===== src/rtl/sbcd_pkg.sv =====
// Shared types, byte codes and helpers of the seven-bit command deframer.
// Used by sbcd_ctrl, sbcd_dp and seven_bit_command_deframer; no dependencies.
`default_nettype none

package sbcd_pkg;

  // Defaults for the top-level parameters.
  localparam int BROADCAST_CHANNELS_DEF = 16;
  localparam int STORE_DEPTH_DEF        = 32;

  // Received byte codes.
  localparam logic [7:0] BYTE_SOF_MIN = 8'hAB;  // this value or more opens a frame
  localparam logic [7:0] BYTE_STOP    = 8'h80;

  // Frame header codes.
  localparam logic [7:0] HDR_DEBUG      = 8'hFF;
  localparam logic [7:0] HDR_CHAN_STATE = 8'hDF;
  localparam logic [7:0] HDR_ALL_PARAMS = 8'hDC;
  localparam logic [7:0] HDR_SINGLE_PAR = 8'hDD;
  localparam logic [7:0] HDR_BROADCAST  = 8'hDA;

  localparam logic [7:0] MAX_LEN_RESET = 8'd200;

  // Frame sizes, header included and stop byte excluded.
  localparam logic [7:0] LEN_CHAN_STATE = 8'd4;
  localparam logic [7:0] LEN_SINGLE_PAR = 8'd9;
  localparam logic [7:0] LEN_PARAMS     = 8'd29;
  localparam logic [7:0] LEN_PARAMS_EXT = 8'd30;

  // Highest byte position any command reads.
  localparam int LAST_POS = 28;

  // Result kinds.
  localparam logic [2:0] KIND_CHAN_STATE = 3'd0;
  localparam logic [2:0] KIND_PARAMS     = 3'd1;
  localparam logic [2:0] KIND_PARAMS_EXT = 3'd2;
  localparam logic [2:0] KIND_SINGLE_PAR = 3'd3;
  localparam logic [2:0] KIND_DEBUG      = 3'd4;

  typedef enum logic [2:0] {
    ST_RUN,
    ST_CHECK,
    ST_READ,
    ST_DRAIN,
    ST_EMIT
  } ctl_state_t;

  // Commands from the controller to the datapath.
  typedef struct packed {
    logic byte_en;   // input item accepted
    logic check_en;  // latch the decision on the closed frame
    logic rd_en;     // read one store entry
    logic chan_inc;  // result taken, advance the broadcast channel
  } dp_cmd_t;

  // Status from the datapath to the controller.
  typedef struct packed {
    logic stop_seen;  // offered item is a stop byte closing an open frame
    logic chk_debug;
    logic chk_pass;
    logic rd_last;
    logic out_last;
  } dp_status_t;

  // A 32-bit word packed into five seven-bit bytes.
  function automatic logic [31:0] unpack_word(input logic [6:0] b0, input logic [6:0] b1,
                                              input logic [6:0] b2, input logic [6:0] b3,
                                              input logic [6:0] b4);
    return {b0, b1, b2, b3, b4[6:3]};
  endfunction

endpackage

`default_nettype wire


===== src/rtl/seven_bit_command_deframer.sv =====
// Top level of the seven-bit command deframer.
// Depends on sbcd_pkg, sbcd_ctrl and sbcd_dp.
//
// Usage: received bytes enter one item at a time on the in_ channel
// (valid/ready); in_op high aborts an open frame instead of carrying a byte.
// A byte of 0xAB or more opens a frame, seven-bit bytes are stored by
// position, and the stop byte 0x80 closes it. Decoded commands leave on the
// out_ channel (valid/ready), one item per command, or one item per channel
// for a broadcast frame, with out_last marking the final one.
// Bytes inside a frame are taken one per cycle. After a stop byte the block
// checks the header, length and XOR, then reads the 28 stored bytes through
// the single store read port, one per cycle, and shifts each registered read
// into the unpack registers before out_valid rises; a debug frame goes
// straight from the check to its result. Each result then waits for
// out_ready. in_ready stays low from the stop byte until the last result of
// the frame is taken, or until a failed check, so a stalled receiver simply
// holds the block there.
// Reset (rst_n low, synchronous) leaves the parser idle with max_frame_len
// at 200; the byte store is not cleared and needs no clearing pass.
// cfg_we writes max_frame_len from cfg_wdata; write it only while idle.
`default_nettype none

module seven_bit_command_deframer #(
  parameter int BROADCAST_CHANNELS = sbcd_pkg::BROADCAST_CHANNELS_DEF,
  parameter int STORE_DEPTH        = sbcd_pkg::STORE_DEPTH_DEF
) (
  input  wire logic        clk,
  input  wire logic        rst_n,
  input  wire logic        in_valid,
  output logic             in_ready,
  input  wire logic        in_op,
  input  wire logic [7:0]  in_rx_byte,
  output logic             out_valid,
  input  wire logic        out_ready,
  output logic [2:0]       out_kind,
  output logic [6:0]       out_channel,
  output logic [6:0]       out_selector,
  output logic [31:0]      out_word_a,
  output logic [31:0]      out_word_b,
  output logic [31:0]      out_word_c,
  output logic [31:0]      out_word_d,
  output logic [6:0]       out_pulse_count,
  output logic [31:0]      out_current_bits,
  output logic [6:0]       out_extra_byte,
  output logic             out_last,
  input  wire logic        cfg_we,
  input  wire logic [7:0]  cfg_wdata
);

  sbcd_pkg::dp_cmd_t    cmd;
  sbcd_pkg::dp_status_t sts;

  // The controller sequences parsing, checking, store reads and emission.
  sbcd_ctrl u_ctrl (
    .clk       (clk),
    .rst_n     (rst_n),
    .in_valid  (in_valid),
    .in_ready  (in_ready),
    .out_valid (out_valid),
    .out_ready (out_ready),
    .sts       (sts),
    .cmd       (cmd)
  );

  // The datapath holds the parser state, the byte store and the result fields.
  sbcd_dp #(
    .BROADCAST_CHANNELS (BROADCAST_CHANNELS),
    .STORE_DEPTH        (STORE_DEPTH)
  ) u_dp (
    .clk              (clk),
    .rst_n            (rst_n),
    .cmd              (cmd),
    .sts              (sts),
    .in_op            (in_op),
    .in_rx_byte       (in_rx_byte),
    .cfg_we           (cfg_we),
    .cfg_wdata        (cfg_wdata),
    .out_kind         (out_kind),
    .out_channel      (out_channel),
    .out_selector     (out_selector),
    .out_word_a       (out_word_a),
    .out_word_b       (out_word_b),
    .out_word_c       (out_word_c),
    .out_word_d       (out_word_d),
    .out_pulse_count  (out_pulse_count),
    .out_current_bits (out_current_bits),
    .out_extra_byte   (out_extra_byte),
    .out_last         (out_last)
  );

  // Input is never taken while a result is offered.
  assert property (@(posedge clk) disable iff (!rst_n) !(in_ready && out_valid))
    else $error("input accepted while a result is pending");

  // Once the final result of a frame is taken, the block returns to parsing.
  assert property (@(posedge clk) disable iff (!rst_n)
                   out_valid && out_ready && out_last |=> !out_valid && in_ready)
    else $error("results continue after the final one");

  // A debug result is always a single result with no channel.
  assert property (@(posedge clk) disable iff (!rst_n)
                   out_valid && (out_kind == sbcd_pkg::KIND_DEBUG)
                   |-> out_last && (out_channel == 7'd0))
    else $error("malformed debug result");

  // A result only appears after the parser has stopped taking bytes.
  assert property (@(posedge clk) disable iff (!rst_n)
                   $rose(out_valid) |-> $past(!in_ready))
    else $error("result appeared straight out of parsing");

endmodule

`default_nettype wire


===== src/rtl/sbcd_ctrl.sv =====
// Controller state machine of the seven-bit command deframer.
// Depends on sbcd_pkg; drives the command struct of sbcd_dp.
`default_nettype none

module sbcd_ctrl (
  input  wire logic                clk,
  input  wire logic                rst_n,
  input  wire logic                in_valid,
  output logic                     in_ready,
  output logic                     out_valid,
  input  wire logic                out_ready,
  input  wire sbcd_pkg::dp_status_t sts,
  output sbcd_pkg::dp_cmd_t        cmd
);

  sbcd_pkg::ctl_state_t state_r, state_nxt;

  always_ff @(posedge clk) begin
    if (!rst_n) begin
      state_r <= sbcd_pkg::ST_RUN;
    end else begin
      state_r <= state_nxt;
    end
  end

  always_comb begin
    state_nxt = state_r;
    unique case (state_r)
      sbcd_pkg::ST_RUN: begin
        if (in_valid && sts.stop_seen) state_nxt = sbcd_pkg::ST_CHECK;
      end
      sbcd_pkg::ST_CHECK: begin
        priority if (sts.chk_debug) state_nxt = sbcd_pkg::ST_EMIT;
        else if (sts.chk_pass)      state_nxt = sbcd_pkg::ST_READ;
        else                        state_nxt = sbcd_pkg::ST_RUN;
      end
      sbcd_pkg::ST_READ: begin
        if (sts.rd_last) state_nxt = sbcd_pkg::ST_DRAIN;
      end
      sbcd_pkg::ST_DRAIN: begin
        state_nxt = sbcd_pkg::ST_EMIT;
      end
      sbcd_pkg::ST_EMIT: begin
        if (out_ready && sts.out_last) state_nxt = sbcd_pkg::ST_RUN;
      end
      default: state_nxt = sbcd_pkg::ST_RUN;
    endcase
  end

  always_comb begin
    in_ready     = 1'b0;
    out_valid    = 1'b0;
    cmd          = '0;
    unique case (state_r)
      sbcd_pkg::ST_RUN: begin
        in_ready    = 1'b1;
        cmd.byte_en = in_valid;
      end
      sbcd_pkg::ST_CHECK: begin
        cmd.check_en = 1'b1;
      end
      sbcd_pkg::ST_READ: begin
        cmd.rd_en = 1'b1;
      end
      sbcd_pkg::ST_DRAIN: begin
      end
      sbcd_pkg::ST_EMIT: begin
        out_valid    = 1'b1;
        cmd.chan_inc = out_ready;
      end
      default: begin
      end
    endcase
  end

endmodule

`default_nettype wire


===== src/rtl/sbcd_dp.sv =====
// Datapath of the seven-bit command deframer: frame parser registers, byte
// store, command check, unpack registers and result fields. Depends on sbcd_pkg.
`default_nettype none

module sbcd_dp #(
  parameter int BROADCAST_CHANNELS = sbcd_pkg::BROADCAST_CHANNELS_DEF,
  parameter int STORE_DEPTH        = sbcd_pkg::STORE_DEPTH_DEF
) (
  input  wire logic              clk,
  input  wire logic              rst_n,
  input  wire sbcd_pkg::dp_cmd_t cmd,
  output sbcd_pkg::dp_status_t   sts,
  input  wire logic              in_op,
  input  wire logic [7:0]        in_rx_byte,
  input  wire logic              cfg_we,
  input  wire logic [7:0]        cfg_wdata,
  output logic [2:0]             out_kind,
  output logic [6:0]             out_channel,
  output logic [6:0]             out_selector,
  output logic [31:0]            out_word_a,
  output logic [31:0]            out_word_b,
  output logic [31:0]            out_word_c,
  output logic [31:0]            out_word_d,
  output logic [6:0]             out_pulse_count,
  output logic [31:0]            out_current_bits,
  output logic [6:0]             out_extra_byte,
  output logic                   out_last
);

  localparam int AW = $clog2(STORE_DEPTH);
  localparam int LP = sbcd_pkg::LAST_POS;

  // Parser state.
  logic       in_frame_r;
  logic [7:0] count_r;
  logic [7:0] header_r;
  logic [7:0] xor_r;
  logic [6:0] prev_r;
  logic [7:0] max_len_r;

  // Byte store, its read port and the unpack registers.
  logic [6:0]    store_mem [STORE_DEPTH];
  logic [AW-1:0] raddr_r;
  logic [6:0]    rdata_r;
  logic          rd_pend_r;
  logic [6:0]    bytes_r [1:LP];

  // Decision on the closed frame.
  logic [2:0] kind_r;
  logic       bcast_r;
  logic [6:0] chan_r;

  logic [8:0] count_inc;
  logic       is_data;
  logic [6:0] chk_val;
  logic       chk_ok;
  logic [2:0] chk_kind;
  logic       chk_bcast;
  logic       chk_debug;
  logic       chk_pass;

  assign is_data   = cmd.byte_en && !in_op && (in_rx_byte < sbcd_pkg::BYTE_SOF_MIN)
                     && in_frame_r && !in_rx_byte[7];
  assign count_inc = {1'b0, count_r} + 9'd1;

  always_ff @(posedge clk) begin
    if (!rst_n) begin
      in_frame_r <= 1'b0;
      count_r    <= '0;
      header_r   <= '0;
      xor_r      <= '0;
      prev_r     <= '0;
      max_len_r  <= sbcd_pkg::MAX_LEN_RESET;
    end else begin
      if (cfg_we) max_len_r <= cfg_wdata;
      if (cmd.byte_en) begin
        priority if (in_op) begin
          in_frame_r <= 1'b0;
        end else if (in_rx_byte >= sbcd_pkg::BYTE_SOF_MIN) begin
          in_frame_r <= 1'b1;
          header_r   <= in_rx_byte;
          xor_r      <= in_rx_byte;
          count_r    <= 8'd1;
        end else if (!in_frame_r) begin
        end else if (in_rx_byte[7]) begin
          in_frame_r <= 1'b0;
        end else begin
          xor_r  <= xor_r ^ in_rx_byte;
          prev_r <= in_rx_byte[6:0];
          if (count_inc > {1'b0, max_len_r}) begin
            in_frame_r <= 1'b0;
            count_r    <= count_inc[8] ? 8'hFF : count_inc[7:0];
          end else begin
            count_r <= count_inc[7:0];
          end
        end
      end
    end
  end

  // Store write and registered read.
  always_ff @(posedge clk) begin
    if (is_data && ({1'b0, count_r} < 9'(STORE_DEPTH))) begin
      store_mem[count_r[AW-1:0]] <= in_rx_byte[6:0];
    end
    if (cmd.rd_en) begin
      rdata_r <= store_mem[raddr_r];
    end
  end

  always_ff @(posedge clk) begin
    if (!rst_n) begin
      rd_pend_r <= 1'b0;
    end else begin
      rd_pend_r <= cmd.rd_en;
    end
  end

  // Positions 1 up to the last are shifted in, lowest position first.
  always_ff @(posedge clk) begin
    if (rd_pend_r) begin
      for (int k = 1; k < LP; k++) begin
        bytes_r[k] <= bytes_r[k+1];
      end
      bytes_r[LP] <= rdata_r;
    end
  end

  always_ff @(posedge clk) begin
    if (cmd.check_en) begin
      kind_r  <= chk_kind;
      bcast_r <= chk_bcast;
      chan_r  <= '0;
      raddr_r <= AW'(1);
    end else begin
      if (cmd.rd_en)    raddr_r <= raddr_r + AW'(1);
      if (cmd.chan_inc) chan_r  <= chan_r + 7'd1;
    end
  end

  // Length and check of the closed frame.
  assign chk_val = xor_r[6:0] ^ prev_r;
  assign chk_ok  = (count_r >= 8'd2) && (chk_val == prev_r);

  always_comb begin
    chk_debug = 1'b0;
    chk_pass  = 1'b0;
    chk_kind  = sbcd_pkg::KIND_DEBUG;
    chk_bcast = 1'b0;
    unique case (header_r)
      sbcd_pkg::HDR_DEBUG: begin
        chk_debug = 1'b1;
      end
      sbcd_pkg::HDR_CHAN_STATE: begin
        chk_kind = sbcd_pkg::KIND_CHAN_STATE;
        chk_pass = chk_ok && (count_r == sbcd_pkg::LEN_CHAN_STATE);
      end
      sbcd_pkg::HDR_SINGLE_PAR: begin
        chk_kind = sbcd_pkg::KIND_SINGLE_PAR;
        chk_pass = chk_ok && (count_r == sbcd_pkg::LEN_SINGLE_PAR);
      end
      sbcd_pkg::HDR_ALL_PARAMS, sbcd_pkg::HDR_BROADCAST: begin
        chk_kind  = (count_r == sbcd_pkg::LEN_PARAMS_EXT) ? sbcd_pkg::KIND_PARAMS_EXT
                                                           : sbcd_pkg::KIND_PARAMS;
        chk_bcast = (header_r == sbcd_pkg::HDR_BROADCAST);
        chk_pass  = chk_ok && ((count_r == sbcd_pkg::LEN_PARAMS) ||
                               (count_r == sbcd_pkg::LEN_PARAMS_EXT));
      end
      default: begin
      end
    endcase
  end

  assign sts.chk_debug = chk_debug;
  assign sts.chk_pass  = chk_pass;
  assign sts.stop_seen = in_frame_r && !in_op && (in_rx_byte == sbcd_pkg::BYTE_STOP);
  assign sts.rd_last   = (raddr_r == AW'(LP));
  assign sts.out_last  = !bcast_r || (chan_r == 7'(BROADCAST_CHANNELS - 1));

  // Result fields, held steady by the registers above while a result waits.
  always_comb begin
    out_kind         = kind_r;
    out_channel      = '0;
    out_selector     = '0;
    out_word_a       = '0;
    out_word_b       = '0;
    out_word_c       = '0;
    out_word_d       = '0;
    out_pulse_count  = '0;
    out_current_bits = '0;
    out_extra_byte   = '0;
    out_last         = sts.out_last;
    unique case (kind_r)
      sbcd_pkg::KIND_CHAN_STATE: begin
        out_channel  = bytes_r[1];
        out_selector = bytes_r[2] & 7'h07;
      end
      sbcd_pkg::KIND_SINGLE_PAR: begin
        out_channel  = bytes_r[1];
        out_selector = bytes_r[2];
        out_word_a   = sbcd_pkg::unpack_word(bytes_r[3], bytes_r[4], bytes_r[5],
                                             bytes_r[6], bytes_r[7]);
      end
      sbcd_pkg::KIND_PARAMS, sbcd_pkg::KIND_PARAMS_EXT: begin
        out_channel      = bcast_r ? chan_r : bytes_r[1];
        out_word_a       = sbcd_pkg::unpack_word(bytes_r[2], bytes_r[3], bytes_r[4],
                                                 bytes_r[5], bytes_r[6]);
        out_word_b       = sbcd_pkg::unpack_word(bytes_r[7], bytes_r[8], bytes_r[9],
                                                 bytes_r[10], bytes_r[11]);
        out_word_c       = sbcd_pkg::unpack_word(bytes_r[12], bytes_r[13], bytes_r[14],
                                                 bytes_r[15], bytes_r[16]);
        out_word_d       = sbcd_pkg::unpack_word(bytes_r[17], bytes_r[18], bytes_r[19],
                                                 bytes_r[20], bytes_r[21]);
        out_pulse_count  = bytes_r[22];
        out_current_bits = sbcd_pkg::unpack_word(bytes_r[23], bytes_r[24], bytes_r[25],
                                                 bytes_r[26], bytes_r[27]);
        if (kind_r == sbcd_pkg::KIND_PARAMS_EXT) out_extra_byte = bytes_r[28];
      end
      default: begin
      end
    endcase
  end

endmodule

`default_nettype wire

===== config.mk =====
export PLATFORM = sky130hd
export DESIGN_NAME = seven_bit_command_deframer
export DESIGN_NICKNAME = d
export VERILOG_FILES = /design/src/rtl/sbcd_pkg.sv /design/src/rtl/seven_bit_command_deframer.sv /design/src/rtl/sbcd_ctrl.sv /design/src/rtl/sbcd_dp.sv
export SDC_FILE = /design/constraint.sdc
export NUM_CORES = 1
export LEC_CHECK = 0
export BUFFER_PORTS_ARGS = -buffer_cell sky130_fd_sc_hd__buf_2
export CAP_MARGIN = 10
export CORE_MARGIN = 5
export CORE_UTILIZATION = 58
export CTS_CLUSTER_DIAMETER = 150
export CTS_CLUSTER_SIZE = 20
export DETAILED_ROUTE_END_ITERATION = 6
export GPL_TIMING_DRIVEN = 0
export PLACE_DENSITY_LB_ADDON = 0.05
export RECOVER_POWER = 100
export SYNTH_ARGS = -nofsm -noshare
export SYNTH_HDL_FRONTEND = slang
export SYNTH_SLANG_ARGS = --single-unit

===== constraint.sdc =====
create_clock -name clk -period 6.2 [get_ports clk]
set_clock_uncertainty 0.15 [all_clocks]
set_input_delay 0.62 -clock clk [delete_from_list [all_inputs] [get_ports clk]]
set_output_delay 0.62 -clock clk [all_outputs]
set_load 0.01 [all_outputs]

# After elaboration in Yosys (flattened, before gate mapping)
# Memories as Yosys holds them, arrays and structs flattened. A register that Yosys moved wholly into a read port is not among the register bits.
# Cells that the tools add are included.
[totals]
ff_bits = 60
ram_bits = 420
in_bits = 22
out_inout_bits = 194
memories = 2
[mem_list]
columns = ["name", "depth", "width", "rd", "rd_clocked_by_memory_dff", "wr", "line_no", "source"]
rows = [
  ["u_dp.store_mem", 32, 7, 1, 1, 1, "sbcd_dp.sv:42", "logic [6:0] store_mem [STORE_DEPTH];"],
  ["u_dp.bytes_r", 28, 7, 28, 0, 28, "sbcd_dp.sv:46", "logic [6:0] bytes_r [1:LP];"],
]
[classes]
add_sub_neg = 3
order_cmp = 5
eq_ne = 24
muxes = 44
n_bitwise = 5
reduce_logical = 28
[ops]
columns = ["cell", "n"]
rows = [
  ["32-bit two-way mux", 4],
  ["8-bit two-way mux", 8],
  ["32-bit one-hot mux with 2 select lines", 1],
  ["8-bit == test, second input constant", 6],
  ["7-bit two-way mux", 4],
  ["7-bit one-hot mux with 2 select lines", 2],
  ["8-bit by 5-bit == test with 1-bit output, second input constant", 2],
  ["1-bit two-way mux", 16],
  ["3-bit one-hot mux with 5 select lines", 1],
  ["1-bit logical AND", 13],
  ["3-bit by 2-bit == test with 1-bit output, second input constant", 4],
  ["3-bit two-way mux", 4],
  ["8-bit by 1-bit adder with 9-bit output, second input constant", 1],
  ["9-bit by 8-bit greater-than comparator with 1-bit output", 1],
  ["3-bit one-hot mux with 3 select lines", 1],
  ["8-bit by 3-bit == test with 1-bit output, second input constant", 1],
  ["8-bit by 4-bit == test with 1-bit output, second input constant", 1],
  ["8-bit by 2-bit >= comparator with 1-bit output, second input constant", 1],
  ["8-bit >= comparator, second input constant", 1],
  ["8-bit by 6-bit less-than comparator with 1-bit output, second input constant", 1],
  ["8-bit less-than comparator, second input constant", 1],
  ["8-bit XOR", 1],
  ["7-bit by 1-bit adder with 7-bit output, second input constant", 1],
  ["7-bit by 4-bit == test with 1-bit output, second input constant", 1],
  ["other kinds (19)", 32],
]

# Depth between registers and ports, before layout
# Gate-level depths: netlist (run 1).
[logic_depth]
ltp_word = 9
ltp_mapped = 9
depth_no_buf = 9

# Hierarchy
# From an unflattened synthesis (run 1), not the netlist that was laid out.
[hier_totals]
hier_cells = 1212
area_unflattened_um2 = 19247.2
[modules_own_cells]
columns = ["mod", "instances", "cells_per_inst", "area_each_um2", "seq_area_each_um2"]
rows = [
  ["sbcd_dp", 1, 1189, 19049.5, 13843.3],
  ["sbcd_ctrl", 1, 23, 197.7, 60.1],
]

# Worst setup path before layout (run 1)
# No wires, ideal clock.
[synth_timing]
path_type = "flip-flop to flip-flop"
startpoint = "register u_dp.rd_pend_r"
endpoint = "register u_dp.bytes_r[0][100] (netlist name)"
arrival_time_ns = 4.568
required_time_ns = 5.475
path_slack_ns = 0.907
path_stages_with_launch = 1
n_path_buf = 0
cell_sequence = "dfxtp_1"
[synth_rtl]
columns = ["element", "line_no", "source"]
rows = [
  ["from (decl)", "sbcd_dp.sv:45", "logic rd_pend_r;"],
  ["from (signal assigned)", "sbcd_dp.sv:115", "rd_pend_r <= cmd.rd_en;"],
]

==> results.yml, run 1 <==
run_status:
  status: "finished, violations left"
  failed_checks: "max-capacitance violations, max-slew violations"
cells_and_area:
  areaGrowthSynthToFinish_pct: 12.0
  final_core_utilization_pct: 65.7
  multi_input_area_um2: 4790
  stdcell_count: 1911
  layout.nets: 1487
  layout-drive-gt1-share_pct: 14.4
  diode_insertion_count_for_antenna_repair: 0
  filler_cell_count: 2404
  seqCellArea_um2: 13900
die:
  initial_core_util_pct: 58.7
  core_area_um2: 32500
  chip_width_um: 191
  floorplan.rows: 66
  die-height_um: 191
  die_area_um2: 36600
  top_level_ports: 216
routing:
  vias_per_cell: 5.68
  drc: 0
  finalWirelength_um: 40600
  detailedRoute.firstIterationViolations: 770
  drt-wirelength-per-cell_um: 21.2
  detail-route-antenna-nets: 0
  drt_first_pass_iters: 5
  route.vias.total: 10900
critical_path:
  critical_path.startpoint_type: "flip-flop"
  critPathRequiredTime_ps: 6250
  path_buf_inv: 2
  worst-r2r-cell-count: 2
  timing.rr.start: "u_dp.rd_pend_r"
  worst_setup_path_end_kind: "flip-flop"
  worst_ep_arrival_time_ps: 4180
  regToRegEndpoint: "u_dp.bytes_r[0][184]"
  timing.reg2reg.setup_slack_ps: 2070
  setup.worst_path.end: "u_dp.bytes_r[0][184]"
  worst-setup-path-type: "flip-flop to flip-flop"
  critical-path-slowest-cell: "sky130_fd_sc_hd__clkbuf_1"
  cpLargestDelayFamily: "buffers and inverters"
  slowest_delay_ps: 2780
  cell_count_along_the_critical_path: 2
  first_element_of_the_critical_path: "u_dp.rd_pend_r"
  crit_chain: "clkbuf_1 -> buf_16"
  worst-path-max-fanout: 74
place:
  place_ws_ps: 2880
  dp.final_hpwl_um: 28100
  io_buffer_count: 215
  dp.cells: 1862
  place.gp.congestion: 0.831
synth:
  syn_nets: 1239
  synthesis.area_per_instance_um2: 15.9
  synth_sequential_area_ratio_pct: 73.0
  mappedNetlistArea_um2: 19000
  synth_flop_cell: "sky130_fd_sc_hd__edfxtp_1"
  synth-seq-cells: 479
  synth_cell_type_count: 64
  warnings_synthesis: 0
  number_of_synthesized_flops_with_an_enable_pin: 431
  synthCells: 1201
  synthArstFlopShare_pct: 0
grt:
  grt-ovfl-total: 0
  grt_pass1_vias: 10400
  antenna_found_initial: 0
  grt_pass1_wl_um: 60800
  grt_usage_pct: 21.6
  grt_max_degree: 75
cts:
  cts-hold-fix-buffers: 0
  clock_sink_count: 479
  max-clock-path-buffers: 3
  cts_tree: "done"
  ctsResizeCount: 0
  insertion_delay_ps: 560
  ctsHtreeMaxLevel: 1
  cts_root_buffer: "sky130_fd_sc_hd__clkbuf_16"
  cts-buffers-inserted: 27
  post-cts-setup-buffer-count: 0
  clk_pin_slew_worst_paths_ps: 90
timing:
  finalSetupViolations: 0
  slew_violations: 361
  timing_worst_slew_pin_value_ps: 3940
  post-route-min-period_ps: 4130
  fmaxAchievable_mhz: 242
  min_period_over_period_pct: 66.6
  grt_setup_unrepaired: "no"
  final.setup.worst_slack_ps: 2070
  relSlewSlack_pct: -163
  timing_hold_violations_final: 0
min_path:
  hold_wc_path_type: "input pin to flip-flop"
flow_run:
  maxCapViolations: 9
power:
  vdd_ir_drop_max_mv: 0.220
  total_power_mw: 5.37
  powerDensity_nw_per_um2: 251
  total_leakage_power_nw: 7.49
Yosys cell counts, types with 7 or more instances:
| cell type | instances | area, um2 |
|---|---|---|
| sky130_fd_sc_hd__xor2_1 | 7 | 61.3 |
| sky130_fd_sc_hd__inv_1 | 15 | 56.3 |
| sky130_fd_sc_hd__a21boi_0 | 10 | 75.1 |
| sky130_fd_sc_hd__a22o_1 | 32 | 280 |
| sky130_fd_sc_hd__o21ai_0 | 14 | 70.1 |
| sky130_fd_sc_hd__dfxtp_1 | 48 | 961 |
| sky130_fd_sc_hd__a22oi_1 | 29 | 218 |
| sky130_fd_sc_hd__nand2_1 | 69 | 259 |
| sky130_fd_sc_hd__clkbuf_1 | 37 | 139 |
| sky130_fd_sc_hd__ha_1 | 16 | 200 |
| sky130_fd_sc_hd__and2_1 | 153 | 957 |
| sky130_fd_sc_hd__xnor2_1 | 9 | 78.8 |
| sky130_fd_sc_hd__nand3_1 | 27 | 135 |
| sky130_fd_sc_hd__o211ai_1 | 10 | 75.1 |
| sky130_fd_sc_hd__mux2i_1 | 38 | 380 |
| sky130_fd_sc_hd__nor2b_1 | 14 | 87.6 |
| sky130_fd_sc_hd__mux4_2 | 40 | 901 |
| sky130_fd_sc_hd__buf_2 | 17 | 85.1 |
| sky130_fd_sc_hd__nand4_1 | 13 | 81.3 |
| sky130_fd_sc_hd__a21oi_1 | 27 | 135 |
| sky130_fd_sc_hd__nor3_1 | 10 | 50.1 |
| sky130_fd_sc_hd__nor2_1 | 65 | 244 |
| sky130_fd_sc_hd__edfxtp_1 | 431 | 12900 |
cells in the final DEF (no fill, tap or decap), drive strengths merged, types with 2 or more instances in the layout:
master / netlist / final
a21boi: 10 / 10
a21oi: 27 / 27
a22o: 32 / 32
a22oi: 29 / 29
a31oi: 3 / 3
and2: 153 / 153
and3: 6 / 6
and3b: 3 / 3
buf: 25 / 140
clkbuf: 37 / 190
dfxtp: 48 / 48
edfxtp: 431 / 431
ha: 16 / 16
inv: 15 / 15
mux2i: 38 / 38
mux4: 40 / 40
nand2: 69 / 69
nand2b: 2 / 2
nand3: 28 / 28
nand4: 13 / 13
nor2: 65 / 65
nor2b: 14 / 14
nor3: 10 / 10
nor3b: 5 / 5
nor4: 3 / 3
nor4b: 3 / 3
o2111ai: 7 / 7
o211ai: 10 / 10
o21ai: 15 / 15
or2: 3 / 3
or3: 5 / 5
xnor2: 9 / 9
xor2: 8 / 8
worst min-delay path by stage:
stage	slack [ps]	depth (start not counted)	end	from
2_1_floorplan	250	0	u_dp.bytes_r[0][105]	u_dp.bytes_r[0][112]
3_3_place_gp	250	0	u_dp.bytes_r[0][182]	u_dp.bytes_r[0][189]
3_5_place_dp	250	0	u_dp.bytes_r[0][197]	u_dp.rdata_r[1]
4_1_cts	90	3	u_dp.max_len_r[7]	cfg_wdata[7]
5_1_grt	100	3	u_dp.max_len_r[7]	cfg_wdata[7]
6_report	110	3	u_dp.max_len_r[7]	cfg_wdata[7]
through the flow:
| step | TNS (ps) | hold slack [ps] | instance area (um2) |
|---|---|---|---|
| after detailed placement | 0 | 255 | 20800 |
| after global placement | -152400 | 251 | 20700 |
| after CTS | 0 | 89.6 | 21500 |
| after floorplan | 0 | 250 | 19000 |
| final | 0 | 112 | 21300 |
| after global routing | 0 | 97.3 | 21300 |
flip-flops by register name (all words and copies together) (netlist names), 5 cells and up:
signal / count
u_dp.store_mem: 224
u_dp.bytes_r: 196
u_dp.count_r: 8
u_dp.header_r: 8
u_dp.max_len_r: 8
u_dp.chan_r: 7
u_dp.rdata_r: 7
u_dp.xor_r: 7
u_dp.raddr_r: 5
routing by layer:
metal  up-vias  GRT usage [%]  part of all wire (%)
met4         0           4.01                   1.7
met5         -              0                     0
li1       5040              -                     -
met1      5337           30.7                    42
met2       439           35.7                    48
met3        37           3.89                   8.3
layout make-up:
| type | count | area share (%) |
|---|---|---|
| Inverter | 15 | 0.264 |
| Timing Repair Buffer | 219 | 4.80 |
| Multi-Input combinational cell | 645 | 22.4 |
| Sequential cell | 479 | 65.2 |
| Clock buffer | 49 | 3.55 |
| Buffer | 62 | 1.18 |
| Tap cell | 442 | 2.59 |
kinds of logic after synthesis:
group           after synthesis  share of synthesized area [%]
compound gates              146                           5.56
xor+xnor                     17                          0.821
fa+ha+maj                    16                           1.05
buf+inv                      77                           1.77
flops                       479                           73.0
mux                          78                           6.73
simple gates                388                           11.1
report_power, final:
group,internal [mW],total (mW),switching (mW)
sequential,3.49,3.50,0.00579
combinational,0.0212,0.0777,0.0565
clock,0.827,1.79,0.962
worst reg2reg max path, stage by stage, from the launching register on:
cell	delay, ps
sky130_fd_sc_hd__dfxtp_1	410
sky130_fd_sc_hd__clkbuf_1	2780
sky130_fd_sc_hd__buf_16	370
(Power assumes the default switching activity.)
==> inputs of run 2 (changes only) <==
==> constraint.sdc (replaced) <==
create_clock -name clk -period 3.9 [get_ports clk]
set_clock_uncertainty 0.15 [all_clocks]
set_input_delay 0.39 -clock clk [delete_from_list [all_inputs] [get_ports clk]]
set_output_delay 0.39 -clock clk [all_outputs]
set_load 0.01 [all_outputs]
==> run 2 against run 1 <==
Largest power group unchanged. Cell count increased by 0.58%. Utilization up 0.29 points. Power up 59%. Critical path type is now flip-flop to output pin. The flow still finishes with violations (max-capacitance violations, max-slew violations). Global-route usage about the same. Clock power rose by 59%. Clock-buffer cell count is the same. Register-to-register slack got worse by 1500 ps. Sequential share of layout area is 0.28 points lower. Critical path depth rose by 5. Via count fell by 0.51%.
==> results.yml, run 2 (synthesis gave the netlist of run 1 again) <==
cts:
  cts-buffers-inserted: 27
  max-clock-path-buffers: 3
  insertion_delay_ps: 560
  clock_sink_count: 479
  cts_root_buffer: "sky130_fd_sc_hd__clkbuf_16"
  ctsHtreeMaxLevel: 1
  cts_tree: "done"
  clk_pin_slew_worst_paths_ps: 80
die:
  top_level_ports: 216
  initial_core_util_pct: 58.7
  core_area_um2: 32500
  die-height_um: 191
  die_area_um2: 36600
  chip_width_um: 191
  floorplan.rows: 66
timing:
  slew_violations: 362
  relSlewSlack_pct: -45.8
  grt_setup_unrepaired: "no"
  timing_hold_violations_final: 0
  final.setup.worst_slack_ps: 445
  post-route-min-period_ps: 3460
  timing_worst_slew_pin_value_ps: 2180
  finalSetupViolations: 0
  min_period_over_period_pct: 88.6
  fmaxAchievable_mhz: 289
min_path:
  hold_path_startpoint: "in_valid"
  hold_wc_path_type: "input pin to flip-flop"
  hold_path_end: "u_dp.in_frame_r"
  timing.hold.worst_path_depth: 4
routing:
  route.vias.total: 10800
  drc: 0
  detailedRoute.firstIterationViolations: 820
  vias_per_cell: 5.62
  detail-route-antenna-nets: 0
  finalWirelength_um: 40400
  drt-wirelength-per-cell_um: 21.0
  drt_first_pass_iters: 5
cells_and_area:
  stdcell_count: 1922
  filler_cell_count: 2451
  areaGrowthSynthToFinish_pct: 12.5
  layout_commonest_cell: "sky130_fd_sc_hd__edfxtp_1"
  final_cell_mix: "sky130_fd_sc_hd__edfxtp_1 (431), sky130_fd_sc_hd__clkbuf_1 (162), sky130_fd_sc_hd__buf_2 (134), sky130_fd_sc_hd__and2_0 (101), sky130_fd_sc_hd__nand2_1 (69)"
  diode_insertion_count_for_antenna_repair: 0
  layout.nets: 1497
  largest_register_ffs: 224
  layout-drive-gt1-share_pct: 14.5
critical_path:
  timing.reg2reg.setup_slack_ps: 620
  critPathRequiredTime_ps: 3360
  worst-path-max-fanout: 10
  regToRegEndpoint: "u_dp.rdata_r[2]"
  timing.rr.start: "u_dp.raddr_r[0]"
  critical_path.startpoint_type: "flip-flop"
  worst-r2r-cell-count: 6
  worst-setup-path-type: "flip-flop to output pin"
  worst_setup_path_end_kind: "output pin"
  worst_ep_arrival_time_ps: 2920
power:
  total_leakage_power_nw: 7.54
  total_power_mw: 8.53
  powerDensity_nw_per_um2: 398
  vdd_ir_drop_max_mv: 0.412
grt:
  grt_usage_pct: 21.6
  grt_pass1_vias: 10500
  grt-ovfl-total: 0
  antenna_found_initial: 0
  grt_pass1_wl_um: 60900
  grt_max_degree: 72
run_status:
  status: "finished, violations left"
  failed_checks: "max-capacitance violations, max-slew violations"
place:
  dp.cells: 1861
  place_ws_ps: 672
  io_buffer_count: 215
  place.gp.congestion: 0.851
  dp.final_hpwl_um: 28000
flow_run:
  maxCapViolations: 9
[run 2: cell types whose count changed in the layout (fill, tap and decap cells not counted)]
cell / previous run / this run
sky130_fd_sc_hd__clkbuf_4: 0 / 1
sky130_fd_sc_hd__dfxtp_1: 48 / 47
sky130_fd_sc_hd__buf_2: 133 / 134
sky130_fd_sc_hd__buf_16: 2 / 1
sky130_fd_sc_hd__and2_0: 109 / 101
sky130_fd_sc_hd__o21ai_1: 1 / 0
sky130_fd_sc_hd__clkbuf_1: 163 / 162
sky130_fd_sc_hd__dfxtp_2: 0 / 1
sky130_fd_sc_hd__and2_1: 44 / 52
sky130_fd_sc_hd__buf_4: 2 / 1
sky130_fd_sc_hd__o21ai_0: 14 / 15
sky130_fd_sc_hd__inv_6: 0 / 1
sky130_fd_sc_hd__dlygate4sd3_1: 0 / 11
[run 2: repair_timing]
item	in CTS	in global routing
hold buffers	11	0
setup buffers	0	0
hold endpoints to repair	10	0
resized for setup	0	0
[run 2: final cells by class]
class	count	area, um2	share of cell area, %
sequential	479	13900	64.9
multi-input combinational	645	4790	22.3
timing repair buffer	229	1110	5.16
clock buffer	49	758	3.54
tap	442	553	2.58
buffer	62	254	1.19
inverter	15	56.3	0.263
clock inverter	1	8.76	0.0409
[run 2: worst max-delay path: stages, from the launching register on]
cell                       delay [ps]
sky130_fd_sc_hd__edfxtp_1         460
sky130_fd_sc_hd__xor2_1           560
sky130_fd_sc_hd__nor2b_1          190
sky130_fd_sc_hd__buf_2            160
sky130_fd_sc_hd__buf_2            300
sky130_fd_sc_hd__clkbuf_1         290
sky130_fd_sc_hd__and2_1           230
sky130_fd_sc_hd__buf_2            150
[run 2: worst max path at each step]
stage / start / to / slack [ps]
finish: u_dp.out_kind[1] / out_current_bits[21] / 440
global route: u_dp.out_kind[1] / out_word_c[29] / 200
CTS: u_dp.out_kind[1] / out_current_bits[21] / 550
detailed placement: u_ctrl.state_r[2] / u_dp.store_mem[14][6] / 670
global placement: u_dp.rd_pend_r / u_dp.bytes_r[0][190] / -180
floorplan: u_dp.rd_pend_r / u_dp.bytes_r[0][100] / 720
[run 2: per-layer routing]
layer / wire (um) / part of all wire, % / GRT usage (%)
met5: 0 / 0 / 0
met2: 19200 / 48 / 35.9
met3: 2680 / 6.6 / 3.47
met1: 17600 / 43 / 30.6
met4: 919 / 2.3 / 4.94
[run 2: metrics by stage]
step / utilization [%] / TNS, ps / hold slack [ps] / instance area [um2]
2_1_floorplan: - / 0 / 250 / 19100
3_3_place_gp: 63.7 / -30250 / 250 / 20700
3_5_place_dp: 63.9 / 0 / 255 / 20800
4_1_cts: 66.6 / 0 / 187 / 21600
5_1_grt: 66.0 / 0 / 242 / 21400
6_report: 66.0 / 0 / 217 / 21400
[run 2: power by group]
part / total, mW / leakage (nW) / internal, mW / switching, mW
sequential: 5.56 / 4.26 / 5.55 / 0.00912
clock: 2.84 / 0.363 / 1.32 / 1.52
combinational: 0.132 / 2.91 / 0.0411 / 0.0912
total: 8.53 / 7.54 / 6.91 / 1.62
